<file path="config.mk">
export PLATFORM = sky130hd
export DESIGN_NAME = cbat_prep
export DESIGN_NICKNAME = d
export VERILOG_FILES = /design/src/rtl/core/cbat_pkg.sv /design/src/rtl/core/cbat_prep.sv
export SDC_FILE = /design/constraint.sdc
export NUM_CORES = 1
export LEC_CHECK = 0
export BUFFER_PORTS_ARGS = -buffer_cell sky130_fd_sc_hd__clkbuf_2
export CAP_MARGIN = 30
export CORE_MARGIN = 2
export CORE_UTILIZATION = 50
export CTS_BUF_LIST = sky130_fd_sc_hd__clkbuf_16
export DETAILED_ROUTE_END_ITERATION = 10
export PLACE_DENSITY = 0.74
export SLEW_MARGIN = 20
export SYNTH_ARGS = -nofsm -noshare
export SYNTH_HDL_FRONTEND = slang
export SYNTH_SLANG_ARGS = --single-unit
</file>
<file path="constraint.sdc">
create_clock -name clk -period 5.4 [get_ports clk]
set_clock_uncertainty 0.05 [all_clocks]
set_input_delay 1.08 -clock clk [delete_from_list [all_inputs] [get_ports clk]]
set_output_delay 1.08 -clock clk [all_outputs]
set_load 0.01 [all_outputs]
</file>
<file path="src/rtl/core/cbat_pkg.sv">
// ----------------------------------------------------------------------------
// cbat_pkg - shared types and constants for the CORDIC bearing unit
// Widths, the arctangent step table and the pipeline payload struct.
// ----------------------------------------------------------------------------
`default_nettype none

package cbat_pkg;

	// number of vectoring iterations (1..16)
	localparam int ITERATIONS = 16;

	// field widths
	localparam int COORD_W = 32;
	localparam int ANG_W   = 32;
	localparam int DIFF_W  = COORD_W + 1;
	// datapath width: difference, negation and CORDIC gain headroom
	localparam int CW      = COORD_W + 4;
	localparam int IDX_W   = 4;

	// quarter-turn offset codes, top two bits of the angle
	localparam logic [1:0] QUAD_NONE = 2'b00;
	localparam logic [1:0] QUAD_POS  = 2'b01;
	localparam logic [1:0] QUAD_NEG  = 2'b11;

	// payload carried between pipeline stages
	typedef struct packed {
		logic signed [CW-1:0] x;
		logic signed [CW-1:0] y;
		logic [ANG_W-1:0]     ang;
		logic [1:0]           quad;
	} cord_t;

	// arctan(2^-i), full turn = 2^32
	function automatic logic [ANG_W-1:0] atan_step(input logic [IDX_W-1:0] i);
		logic [ANG_W-1:0] v;
		unique case (i)
			4'd0:    v = 32'd536870912;
			4'd1:    v = 32'd316933406;
			4'd2:    v = 32'd167458907;
			4'd3:    v = 32'd85004756;
			4'd4:    v = 32'd42667331;
			4'd5:    v = 32'd21354465;
			4'd6:    v = 32'd10679838;
			4'd7:    v = 32'd5340245;
			4'd8:    v = 32'd2670163;
			4'd9:    v = 32'd1335087;
			4'd10:   v = 32'd667544;
			4'd11:   v = 32'd333772;
			4'd12:   v = 32'd166886;
			4'd13:   v = 32'd83443;
			4'd14:   v = 32'd41722;
			default: v = 32'd20861;
		endcase
		return v;
	endfunction

endpackage

`default_nettype wire

</file>
<file path="src/rtl/core/cbat_prep.sv">
// ----------------------------------------------------------------------------
// cbat_prep - difference and half-plane fold
// Stage 1 forms dx and -dy; stage 2 turns left-half-plane vectors by a
// quarter turn and records the offset to add back.
// ----------------------------------------------------------------------------
`default_nettype none

module cbat_prep
	import cbat_pkg::*;
(
	input  wire logic                clk,
	input  wire logic                arst_n,
	input  wire logic                en,
	input  wire logic                in_vld,
	input  wire logic [COORD_W-1:0]  from_x,
	input  wire logic [COORD_W-1:0]  from_y,
	input  wire logic [COORD_W-1:0]  to_x,
	input  wire logic [COORD_W-1:0]  to_y,
	output logic                     out_vld,
	output cord_t                    out_dat
);

	logic                     vld_s1;
	logic signed [DIFF_W-1:0] dx_s1;
	logic signed [DIFF_W-1:0] dy_s1;
	logic                     vld_s2;
	cord_t                    dat_s2;

	logic signed [CW-1:0] dx_w;
	logic signed [CW-1:0] dy_w;
	cord_t                fold;

	// stage 1 and stage 2 valid
	always_ff @(posedge clk or negedge arst_n) begin
		if (!arst_n) begin
			vld_s1 <= 1'b0;
			vld_s2 <= 1'b0;
		end else if (en) begin
			vld_s1 <= in_vld;
			vld_s2 <= vld_s1;
		end
	end

	// stage 1: dx = to_x - from_x, dy = from_y - to_y (screen y flipped)
	always_ff @(posedge clk) begin
		if (en) begin
			dx_s1 <= $signed({to_x[COORD_W-1], to_x}) - $signed({from_x[COORD_W-1], from_x});
			dy_s1 <= $signed({from_y[COORD_W-1], from_y}) - $signed({to_y[COORD_W-1], to_y});
		end
	end

	// fold into the right half plane
	assign dx_w = CW'(dx_s1);
	assign dy_w = CW'(dy_s1);

	always_comb begin
		fold.ang = '0;
		if (dx_w[CW-1]) begin
			if (!dy_w[CW-1]) begin
				fold.x    = dy_w;
				fold.y    = -dx_w;
				fold.quad = QUAD_POS;
			end else begin
				fold.x    = -dy_w;
				fold.y    = dx_w;
				fold.quad = QUAD_NEG;
			end
		end else begin
			fold.x    = dx_w;
			fold.y    = dy_w;
			fold.quad = QUAD_NONE;
		end
	end

	// stage 2 payload
	always_ff @(posedge clk) begin
		if (en) begin
			dat_s2 <= fold;
		end
	end

	assign out_vld = vld_s2;
	assign out_dat = dat_s2;

endmodule

`default_nettype wire

</file>
Yosys cells after proc, flatten, opt, wreduce, memory -nomap -nowiden
Index checks and enable logic that the tools add are counted.

storage, ports and cells
  input port bits = 132
  word-level logic and storage cells = 16
  register bits after elaboration = 142

cells by class
  multiplexer cells = 3
  add/subtract/negate cells = 4
  reduce and logical (&&, ||, !) cells = 1

operators with widths
  operator          number
  $mux 68           2
  $neg 33->36       2
  $sub 32x32->33    2
  $mux 2            1
  $reduce_and 2->1  1

Longest topological paths before layout
  word-level depth = 3
  mapped depth = 11
  mapped depth without buffers = 11

Worst setup path before layout
OpenSTA, ideal clock, no wires.

  path kind = input to register
  from = input from_x[9]
  to = register dx_s1[31] (data pin)
  path slack = 1800 ps
  setup time = 271 ps
  required time = 5079 ps
  stages on the path = 10
  arrival time = 3279 ps
  cells stage by stage = inv_1 ha_1 a21o_1 a221o_1 a2111oi_2 nor3_1 o41ai_1 o21ai_1 or4b_1 o311ai_1

between the ends
  longest elaborated chain between the ends = 1

ends and longest elaborated chain
  item                  RTL line         text
  from (decl)           cbat_prep.sv:15  input wire logic [COORD_W-1:0] from_x,
  $sub 32x32->33        cbat_prep.sv:47  dx_s1 <= $signed({to_x[COORD_W-1], to_x}) - $signed({from_x[COORD_W-1], from_x});
  to (signal assigned)  cbat_prep.sv:47
  to (decl)             cbat_prep.sv:24  logic signed [DIFF_W-1:0] dx_s1;

Every way passes these cells.
A chain may end at the register's enable or synchronous reset.

Worst setup path after layout
Same ends and word-level chain as after synthesis.

==> qor.yml <==
crit_buf_inv: 2
finalMaxSlewViolations: 0
status: "finished clean"
drv_cap: 0
p_leak_nw: 5.279
clk_pin_slew_worst_paths_ps: 70
ys_seq_area_share_pct: 42.16
slowest_stage: "a221o_1"
syn_inst: 1027
die_y_um: 146.1
clkSinkCount: 142
async_flop_share_pct: 1.408
drtIter0Drc: 551
synth_edf_count: 140
synthFlopType: "edfxtp_1"
initial_core_util_pct: 51.34
postCtsHoldBufs: 0
dp_hpwl_um: 17490
grt_remaining_overflow: 0
ant_nets: 0
syn_to_final_growth_pct: 17.74
grt_usage_pct: 21.05
wl_per_cell_um: 15.01
cp-end-kind: "register"
dpl.cell_count: 1475
wl_met2_um: 10900
yosysTopAreaCellShare_pct: 41.66
p_per_area_nw_per_um2: 317.4
rows: 51
antenna_found_initial: 0
vias_per_cell: 5.358
core_um2: 19650
htree_levels: 4
fillCellCount: 1698
grt_first_pass_wirelength_um: 36400
hold_viol: 0
max_slew_margin_pct: 37.75
arrival_ps: 3740
syn-mean-instance-area_um2: 9.826
rsz0062_at_grt: "no"
critical_path_class: "in -> reg"
fin_tns_setup_ps: 0
grt_pass1_vias: 7543
synth_area_leaders: "edfxtp_1, ha_1, xor2_1"
vias: 8080
wl_met1_um: 9791
ctsResizeCount: 0
holdWs_ps: 380.2
start_kind: "input port"
die-area_um2: 21330
drt_first_pass_iters: 5
max_stage_delay_ps: 440
fin_nets: 1430
timing.final.crit_period_ps: 3629
cpLargestDelayFamily: "compound AO/OA/AOI/OAI gates"
io_pins: 239
cts_tree: "yes"
cts_buffer_depth: 2
antennaDiodeCount: 0
syn_area_um2: 10090
ir_drop_uv: 233.1
grt_max_degree: 107
path_cells: "clkbuf_2 -> inv_1 -> ha_1 -> a21o_1 -> a221o_1 -> o32ai_1 -> nor3_1 -> o41ai_1 -> o21ai_1 -> or4b_1 -> o311ai_1"
hold_class: "in -> async"
crit_required_ps: 5510
setup_viol: 0
die_w_um: 146.1
instances_no_fill: 1508
maxUsedRoutingLayer: "met4"
root_buffer: "clkbuf_16"
drive_gt1_share_pct: 22.77
r2r_slack_ps: 2260
post_cts.repair.setup_buffers: 0
place_ws_ps: 1372
fmax_ghz: 0.2756
yosys.area.top_type: "edfxtp_1"
layout_setup_ws_ps: 1771
ys_seq_elements: 142
synth-warning-count: 0
tightestPinTransition_ps: 933.8
clk_latency_ps: 420
gp_congestion: 0.8805
dr_wl_met3_um: 1553
cts_buffers: 17
port_buffers: 206
cp_max_fo: 6
route.detailed.drc: 0
ys_types: 72
post-route-period-util_pct: 67.20
totalWireLength_um: 22630
cell usage after synthesis, types with 4 or more instances:
master and count:
o21ai_0 32, a21oi_1 96, edfxtp_1 140, o21ai_1 20, xor2_1 56, and4_1 4
o31ai_1 10, xnor2_1 54, nor3_1 17, or3_1 8, clkbuf_1 26, nor2_1 107
buf_4 32, and2_1 5, nand3_1 10, o21bai_1 7, nor4_1 8, ha_1 66
nand2_1 41, mux2_2 27, inv_1 94, a31oi_1 12, a41oi_1 5, and3_1 6
o21a_1 13, a211oi_1 7, nand2b_1 13, nand4_1 7, a21o_1 25, o41ai_1 7
nor2b_1 8
per-stage QoR:
stage | total power, mW | utilization (%) | cell area (µm²)
detailed placement | 2.621 | 57.31 | 11260
global route | 3.967 | 60.45 | 11880
finish | 3.771 | 60.45 | 11880
floorplan | 2.291 | - | 10220
CTS | 3.781 | 60.31 | 11850
global placement | 2.608 | 57.31 | 11260
placed cells by master, fill, tap and decap left out, types with 4 or more instances in the layout:
cell type	instances
clkbuf_2	205
edfxtp_1	140
nor2_1	107
a21oi_1	96
inv_1	95
ha_1	66
xor2_1	56
xnor2_1	54
nand2_1	41
conb_1	35
o21ai_0	32
mux2_2	27
a21o_1	25
o21ai_1	20
nor3_1	17
clkbuf_16	17
nand2b_1	13
o21a_1	13
a31oi_1	12
o31ai_1	10
nand3_1	10
nor2b_1	8
or3_1	8
nor4_1	8
nand4_1	7
o21bai_1	7
o41ai_1	7
a211oi_1	7
and3_1	6
and2_1	5
a41oi_1	5
and4_1	4
clkinv_4	4
worst register-to-register path, cell delays in order, from the launching register on:
cell and delay [ps]:
edfxtp_1 460, or4_4 600, nor4_2 330, nand3_1 220
or3_1 410, or3_1 350, o21ai_1 160, xor2_1 190
a21oi_1 110
report_power, final:
part / total [mW] / internal (mW) / switching, mW
registers: 1.62 / 1.46 / 0.161
logic: 0.994 / 0.445 / 0.550
clock network: 1.16 / 0.686 / 0.471
worst paths after layout:
check                          start          end  depth (start not counted)
min reg2reg                  out_vld      out_vld                          1
max in group asynchronous     arst_n       vld_s1                          1
max reg2reg                 dy_s1[6]  out_dat[99]                          8
min in group clk             out_vld      out_vld                          1
min                           arst_n      out_vld                          1
max                        from_x[9]    dx_s1[31]                         11
cell families (layout without fill, tap and decap cells):
group                    count (synthesis)  after routing  synth area share (%)
AO/OA/AOI/OAI                          262            262                 16.35
XOR/XNOR                               110            110                 9.547
adder cells (fa/ha/maj)                 68             68                 8.580
buffers and inverters                  154            336                 6.919
flip-flops                             142            142                 42.16
multiplexers                            30             30                 3.311
other                                    1             35               0.03716
AND/OR/NAND/NOR                        260            260                 13.09
layout make-up:
cell class                 count  area [µm²]  area share (%)
inverter                      94       352.8           2.970
tap                          265       331.6           2.791
clock inverter                15       163.9           1.380
sequential                   142        4254           35.80
timing repair buffer         210        1087           9.151
multi-input combinational    765        5266           44.32
clock buffer                  17       425.4           3.580
state kept, by name, summed over array words and instances, names as in the netlist:
name     flops
out_vld      1
vld_s1       1
dx_s1       33
out_dat     74
dy_s1       33
layer usage:
metal | up-vias | global-route usage (%)
met5 | - | 0
met2 | 278 | 35.71
met4 | 0 | 5.922
li1 | 4048 | -
met1 | 3722 | 27.94
met3 | 32 | 3.594
Note: power is estimated with default switching activity, not from simulation.
