File: src/rtl/core/cbat_pkg.sv
// ----------------------------------------------------------------------------
// cbat_pkg - shared types and constants for the CORDIC bearing unit
// Widths, the arctangent step table and the pipeline payload struct.
// ----------------------------------------------------------------------------
`default_nettype none

package cbat_pkg;

	// number of vectoring iterations (1..16)
	localparam int ITERATIONS = 16;

	// field widths
	localparam int COORD_W = 32;
	localparam int ANG_W   = 32;
	localparam int DIFF_W  = COORD_W + 1;
	// datapath width: difference, negation and CORDIC gain headroom
	localparam int CW      = COORD_W + 4;
	localparam int IDX_W   = 4;

	// quarter-turn offset codes, top two bits of the angle
	localparam logic [1:0] QUAD_NONE = 2'b00;
	localparam logic [1:0] QUAD_POS  = 2'b01;
	localparam logic [1:0] QUAD_NEG  = 2'b11;

	// payload carried between pipeline stages
	typedef struct packed {
		logic signed [CW-1:0] x;
		logic signed [CW-1:0] y;
		logic [ANG_W-1:0]     ang;
		logic [1:0]           quad;
	} cord_t;

	// arctan(2^-i), full turn = 2^32
	function automatic logic [ANG_W-1:0] atan_step(input logic [IDX_W-1:0] i);
		logic [ANG_W-1:0] v;
		unique case (i)
			4'd0:    v = 32'd536870912;
			4'd1:    v = 32'd316933406;
			4'd2:    v = 32'd167458907;
			4'd3:    v = 32'd85004756;
			4'd4:    v = 32'd42667331;
			4'd5:    v = 32'd21354465;
			4'd6:    v = 32'd10679838;
			4'd7:    v = 32'd5340245;
			4'd8:    v = 32'd2670163;
			4'd9:    v = 32'd1335087;
			4'd10:   v = 32'd667544;
			4'd11:   v = 32'd333772;
			4'd12:   v = 32'd166886;
			4'd13:   v = 32'd83443;
			4'd14:   v = 32'd41722;
			default: v = 32'd20861;
		endcase
		return v;
	endfunction

endpackage

`default_nettype wire

File: src/rtl/core/cbat_stage.sv
// ----------------------------------------------------------------------------
// cbat_stage - one CORDIC vectoring iteration
// Shift-add micro-rotation toward the x axis with a register behind it.
// ----------------------------------------------------------------------------
`default_nettype none

module cbat_stage
	import cbat_pkg::*;
(
	input  wire logic             clk,
	input  wire logic             arst_n,
	input  wire logic             en,
	input  wire logic [IDX_W-1:0] idx,
	input  wire logic             in_vld,
	input  wire cord_t            in_dat,
	output logic                  out_vld,
	output cord_t                 out_dat
);

	logic  vld_s1;
	cord_t dat_s1;

	logic signed [CW-1:0] sx;
	logic signed [CW-1:0] sy;
	logic [ANG_W-1:0]     step;
	cord_t                nxt;

	// micro-rotation; y == 0 leaves everything as is
	always_comb begin
		sx   = $signed(in_dat.x) >>> idx;
		sy   = $signed(in_dat.y) >>> idx;
		step = atan_step(idx);
		nxt  = in_dat;
		if (in_dat.y[CW-1]) begin
			nxt.x   = in_dat.x - sy;
			nxt.y   = in_dat.y + sx;
			nxt.ang = in_dat.ang - step;
		end else if (in_dat.y != '0) begin
			nxt.x   = in_dat.x + sy;
			nxt.y   = in_dat.y - sx;
			nxt.ang = in_dat.ang + step;
		end
	end

	always_ff @(posedge clk or negedge arst_n) begin
		if (!arst_n) begin
			vld_s1 <= 1'b0;
		end else if (en) begin
			vld_s1 <= in_vld;
		end
	end

	always_ff @(posedge clk) begin
		if (en) begin
			dat_s1 <= nxt;
		end
	end

	assign out_vld = vld_s1;
	assign out_dat = dat_s1;

endmodule

`default_nettype wire

File: config.mk
export PLATFORM = sky130hd
export DESIGN_NAME = cbat_stage
export DESIGN_NICKNAME = d
export VERILOG_FILES = /design/src/rtl/core/cbat_pkg.sv /design/src/rtl/core/cbat_stage.sv
export SDC_FILE = /design/constraint.sdc
export NUM_CORES = 1
export LEC_CHECK = 0
export BUFFER_PORTS_ARGS = -buffer_cell sky130_fd_sc_hd__clkbuf_2
export CORE_MARGIN = 2
export CORE_UTILIZATION = 25
export CTS_BUF_LIST = sky130_fd_sc_hd__clkbuf_16
export CTS_CLUSTER_DIAMETER = 50
export DETAILED_ROUTE_END_ITERATION = 10
export GPL_TIMING_DRIVEN = 0
export HOLD_SLACK_MARGIN = 0.15
export SETUP_SLACK_MARGIN = 0.4
export SYNTH_ARGS = -nofsm -noshare
export SYNTH_HDL_FRONTEND = slang
export SYNTH_SLANG_ARGS = --single-unit
File: constraint.sdc
create_clock -name clk -period 1.3 [get_ports clk]
set_input_delay 0.065 -clock clk [delete_from_list [all_inputs] [get_ports clk]]
set_output_delay 0.065 -clock clk [all_outputs]
set_load 0.005 [all_outputs]
# == Word-level counts from Yosys, hierarchy flattened ==
# Memory sizes are Yosys's and may differ from the RTL's.
# Index checks and enable logic that the tools add are counted.
# word_totals
reg_bits,107
rom_bits,480
input_bits,114
output_inout_bits,107
word_cells,17
mem_count,1
# op_classes
add_sub_neg,6
shift,2
n_mux,2
reduce_logical,1
# mem_list
memory,depth,width,read_ports,rd_ports_with_merged_regs,write_ports,line_no,text
(no name shown),16,30,1,0,0,cbat_pkg.sv:36,unique case (i)
# ops
operator,count
$mux 104,2
$add 36x36->36,2
$sshr 36x4->36,2
$sub 36x36->36,2
$reduce_bool 36->1,1
$add 32x32->32,1
$sub 32x32->32,1

# == Longest topological paths before layout ==
# logic_depth
ltp_word,4
depth_mapped,23
mapped_depth_nobuf,19

# == Least setup slack after synthesis ==
# No wires, ideal clock.
# synth_path
path_kind,input to register
startpoint,input port idx[0]
endpoint,"register dat_s1 (netlist bit out_dat[26]), data pin"
setup_ns,0.261
arrival_time_ns,4.866
t_required_ns,1.039
path_slack_ns,-3.827
cell_stages,23
n_path_buf,4
path_cell_list,buf_2 buf_1 inv_1 clkbuf_1 buf_1 ha_1 inv_1 nor2_1 or2_2 a21oi_1 ha_1 inv_1 fa_1 nor2b_1 o221ai_1 o211ai_1 nor4_1 o21a_1 o221ai_1 a21oi_1 o21ai_1 xnor2_1 a221o_1
# synth_lines
element,line_no,text
"start, declared",cbat_stage.sv:13,"input wire logic [IDX_W-1:0] idx,"
"end signal, assigned",cbat_stage.sv:55,dat_s1 <= nxt;
"end, declared",cbat_stage.sv:21,cord_t dat_s1;

==> impl_metrics.tcl <==
set metrics [dict create \
    status "finished, violations left" \
    violations "negative setup slack" \
    placed_area_sq_um 22100 \
    drt_wl_total_microns 90900 \
    synth-xor-area-share_pct 7.44 \
    synth_top_family_by_area "compound AO/OA/AOI/OAI gates" \
    p_leak_nw 11.7 \
    yosysSeqAreaShare_pct 17.0 \
    final_common_cell "clkbuf_2" \
    maxSlewHeadroom_pct 9.37 \
    drt_iter0_drc 2240 \
    routedWlPerCell_microns 22.9 \
    cts_buffers 9 \
    worst_path_largest_cell_delay_ns 0.34 \
    worst_skew_pair.late_latency_ns 0.42 \
    wl_met3_microns 8640 \
    synth_mux_area_share_pct 8.43 \
    crit_path_top_delay_cell "fa_2" \
    fin_skew_ns 0 \
    synthSimpleGateAreaFrac_pct 16.2 \
    synth_compound_gate_area_share_pct 28.7 \
    post-route-period-util_pct 312 \
    grt_max_degree 64 \
    drc 0 \
    ant_nets 0 \
    setup_slack_ns -2.75 \
    cts_tree "yes" \
    yosysWarnings 0 \
    cts.sinks 107 \
    via_per_inst 5.54 \
    core_sq_um 74600 \
    synth-edff-count 106 \
    grt_overflow 0 \
    critical_path.top_delay_family "compound AO/OA/AOI/OAI gates" \
    drt_first_pass_iters 5 \
    critPathBufInv 7 \
    initial_core_util_pct 25.3 \
    syn_avg_cell_area_sq_um 7.61 \
    synth.distinct_cells 83 \
    grt_pass1_vias 20600 \
    hp-start "in_dat[27]" \
    crit_top_cell "buf_4" \
    post-route-cell-area_sq_um 28000 \
    highest_layer "met5" \
    place_hpwl_microns 66400 \
    synthArstFlopShare_pct 0.935 \
    syn_area_sq_um 18800 \
    crit_path_cell_trace "clkbuf_16, buf_12, clkbuf_16, buf_6, mux2_4, o21ai_4, mux2i_2, nand2_1, o21ai_2, buf_4, ha_4, fa_2, nand2b_4, a21o_1, a31oi_4, o211ai_1, buf_4, a311oi_2, o22ai_2, o31ai_2, buf_4, xnor2_2, o211ai_1" \
    die_area_sq_um 77600 \
    wl_met2_microns 42200 \
    powerDensity_nw_per_um2 938 \
    holdPathEnd "out_dat[27]$_DFFE_PP_" \
    syn_nets 2812 \
    ir_drop_mv 0.666 \
    place_ws_ns -4.17 \
    ys_seq_elements 107 \
    layout_common_cells "226 x clkbuf_2, 219 x nand2_1, 187 x buf_4" \
    start_kind "input pin" \
    required_ns 1.50 \
    grt_use_total_pct 22.0 \
    clock_path_buffers 2 \
    die_w_microns 279 \
    path_class "in -> reg" \
    area_delta_synth_final_pct 48.7 \
    end_kind "register" \
    synthAdderAreaFrac_pct 15.0 \
    slew_viol_final 0 \
    worst_pin_slew_ns 1.36 \
    hold_viol_final 0 \
    postSynthCellCount 2476 \
    cp.arrival_ns 4.25 \
    num_rows 100 \
    grt_pass1_wl_microns 129000 \
    min_path_cells 2 \
    rrSetupSlack_ns 0.54 \
    final_util_pct 37.6 \
    path_max_fanout 8 \
    gp_congestion 0.989 \
    dr_total_vias 22000 \
    holdBufCountCts 37 \
    hold_path_class "in -> reg" \
    nets 3323 \
    layout_min_cycle_time_ns 4.05 \
    die_h_microns 279 \
    fill_cells 7512 \
    htree_levels 3 \
    io_pins 221 \
    drv_cap 0 \
    r2r-start "out_vld$_DFFE_PN0P_" \
    finalSetupViolations 104 \
    synthFlopType "edfxtp_1" \
    r2r_cells 1 \
    drt-met1-wl_microns 35500 \
    layout-drive-gt1-share_pct 39.0 \
    antenna_found_initial 20 \
    cts_root_buf "clkbuf_16" \
    r2r-end "out_vld$_DFFE_PN0P_" \
    path_clk_slew_ns 0.08 \
    rsz0062_at_grt "true" \
    port_buffers 220 \
    tns_ns -217.21 \
    clock.fmax_ghz 0.247 \
]
==> worst max path at each step <==
stage	start	to	slack, ns	cells after the start
finish	idx[1]	out_dat[66]$_DFFE_PP_	-2.75	23
detailed placement	idx[3]	out_dat[104]$_DFFE_PP_	-4.17	19
global placement	in_dat[60]	out_dat[42]$_DFFE_PP_	-4.69	10
floorplan	idx[0]	out_dat[104]$_DFFE_PP_	-2.57	23
CTS	idx[1]	out_dat[68]$_DFFE_PP_	-2.67	20
global route	idx[0]	out_dat[102]$_DFFE_PP_	-2.82	20
==> per-stage QoR <==
stage | power [mW] | instances | hold WS [ns]
after floorplan | 14.3 | 2476 | -0.231
after global placement | 18.3 | 3665 | -0.160
after detailed placement | 18.3 | 3666 | -0.158
after CTS | 24.3 | 3868 | 0.0481
after global routing | 27.9 | 3965 | 0.0603
final | 26.3 | 3965 | 0.0656
==> what timing repair did <==
item                       4_1_cts  5_1_grt
gates cloned                     1        2
resized for setup              493      353
hold endpoints to repair        50       11
setup endpoints to repair      211      211
pin swaps                      187      206
buffers inserted               148       91
==> cell families after synthesis <==
| logic type | count (synthesis) |
|---|---|
| and+or+nand+nor | 672 |
| muxes | 107 |
| xor gates and xnor gates | 160 |
| buffers and inverters | 364 |
| DFF | 107 |
| adders and majority gates | 222 |
| AOI/OAI and AO/OA | 844 |
==> flip-flops by register name, summed over array words and instances (netlist names) <==
| signal | flops |
|---|---|
| out_dat | 106 |
| out_vld | 1 |
==> cell usage after synthesis, types with 6 or more instances <==
cell,instances,area [sq um]
a21oi_1,251,1260
nand2_1,237,890
ha_1,216,2700
inv_1,204,766
nor2_1,198,743
o21ai_0,175,876
xnor2_1,133,1160
clkbuf_1,112,420
edfxtp_1,106,3180
o21bai_1,47,353
mux2i_1,44,440
nand3_1,43,215
a21o_1,42,315
mux4_2,39,878
nor3_1,35,175
o21a_1,34,255
a22oi_1,32,240
buf_1,31,116
nand2b_1,31,194
o21ai_1,28,140
o22ai_1,27,169
xor2_1,27,236
nor4_1,25,156
a31oi_1,24,150
mux2_2,24,270
o221ai_1,24,210
or2_2,23,144
nor2b_1,21,131
o31ai_1,19,143
a31o_2,17,149
a211oi_1,16,120
o211ai_1,15,113
or3_1,15,93.8
and2_1,11,68.8
a221o_1,10,100
and3_1,9,56.3
nand4_1,9,56.3
buf_2,8,40.0
a221oi_1,6,52.6
a311oi_1,6,52.6
fa_1,6,120
o31a_1,6,52.6
o41ai_1,6,52.6
==> routing by layer <==
metal / vias up / track usage, %
li1: 9978 / -
met1: 10600 / 27.4
met2: 1137 / 35.7
met3: 260 / 5.41
met4: 26 / 10.3
met5: - / 0
==> power breakdown <==
group / internal, mW / total (mW) / switching (mW)
Combinational: 8.08 / 18.2 / 10.1
Sequential: 4.72 / 4.93 / 0.212
Clock: 1.55 / 3.19 / 1.64
Total: 14.3 / 26.3 / 11.9
==> layout make-up <==
class / instances / area (sq um) / area share, %
multi-input combinational: 2005 / 17500 / 62.3
timing repair buffer: 500 / 3760 / 13.4
sequential: 107 / 3210 / 11.4
buffer: 151 / 1220 / 4.34
tap: 969 / 1210 / 4.32
inverter: 213 / 838 / 2.99
clock buffer: 9 / 225 / 0.803
clock inverter: 7 / 93.8 / 0.335
antenna: 4 / 10.0 / 0.0357
(Power assumes the default switching activity.)
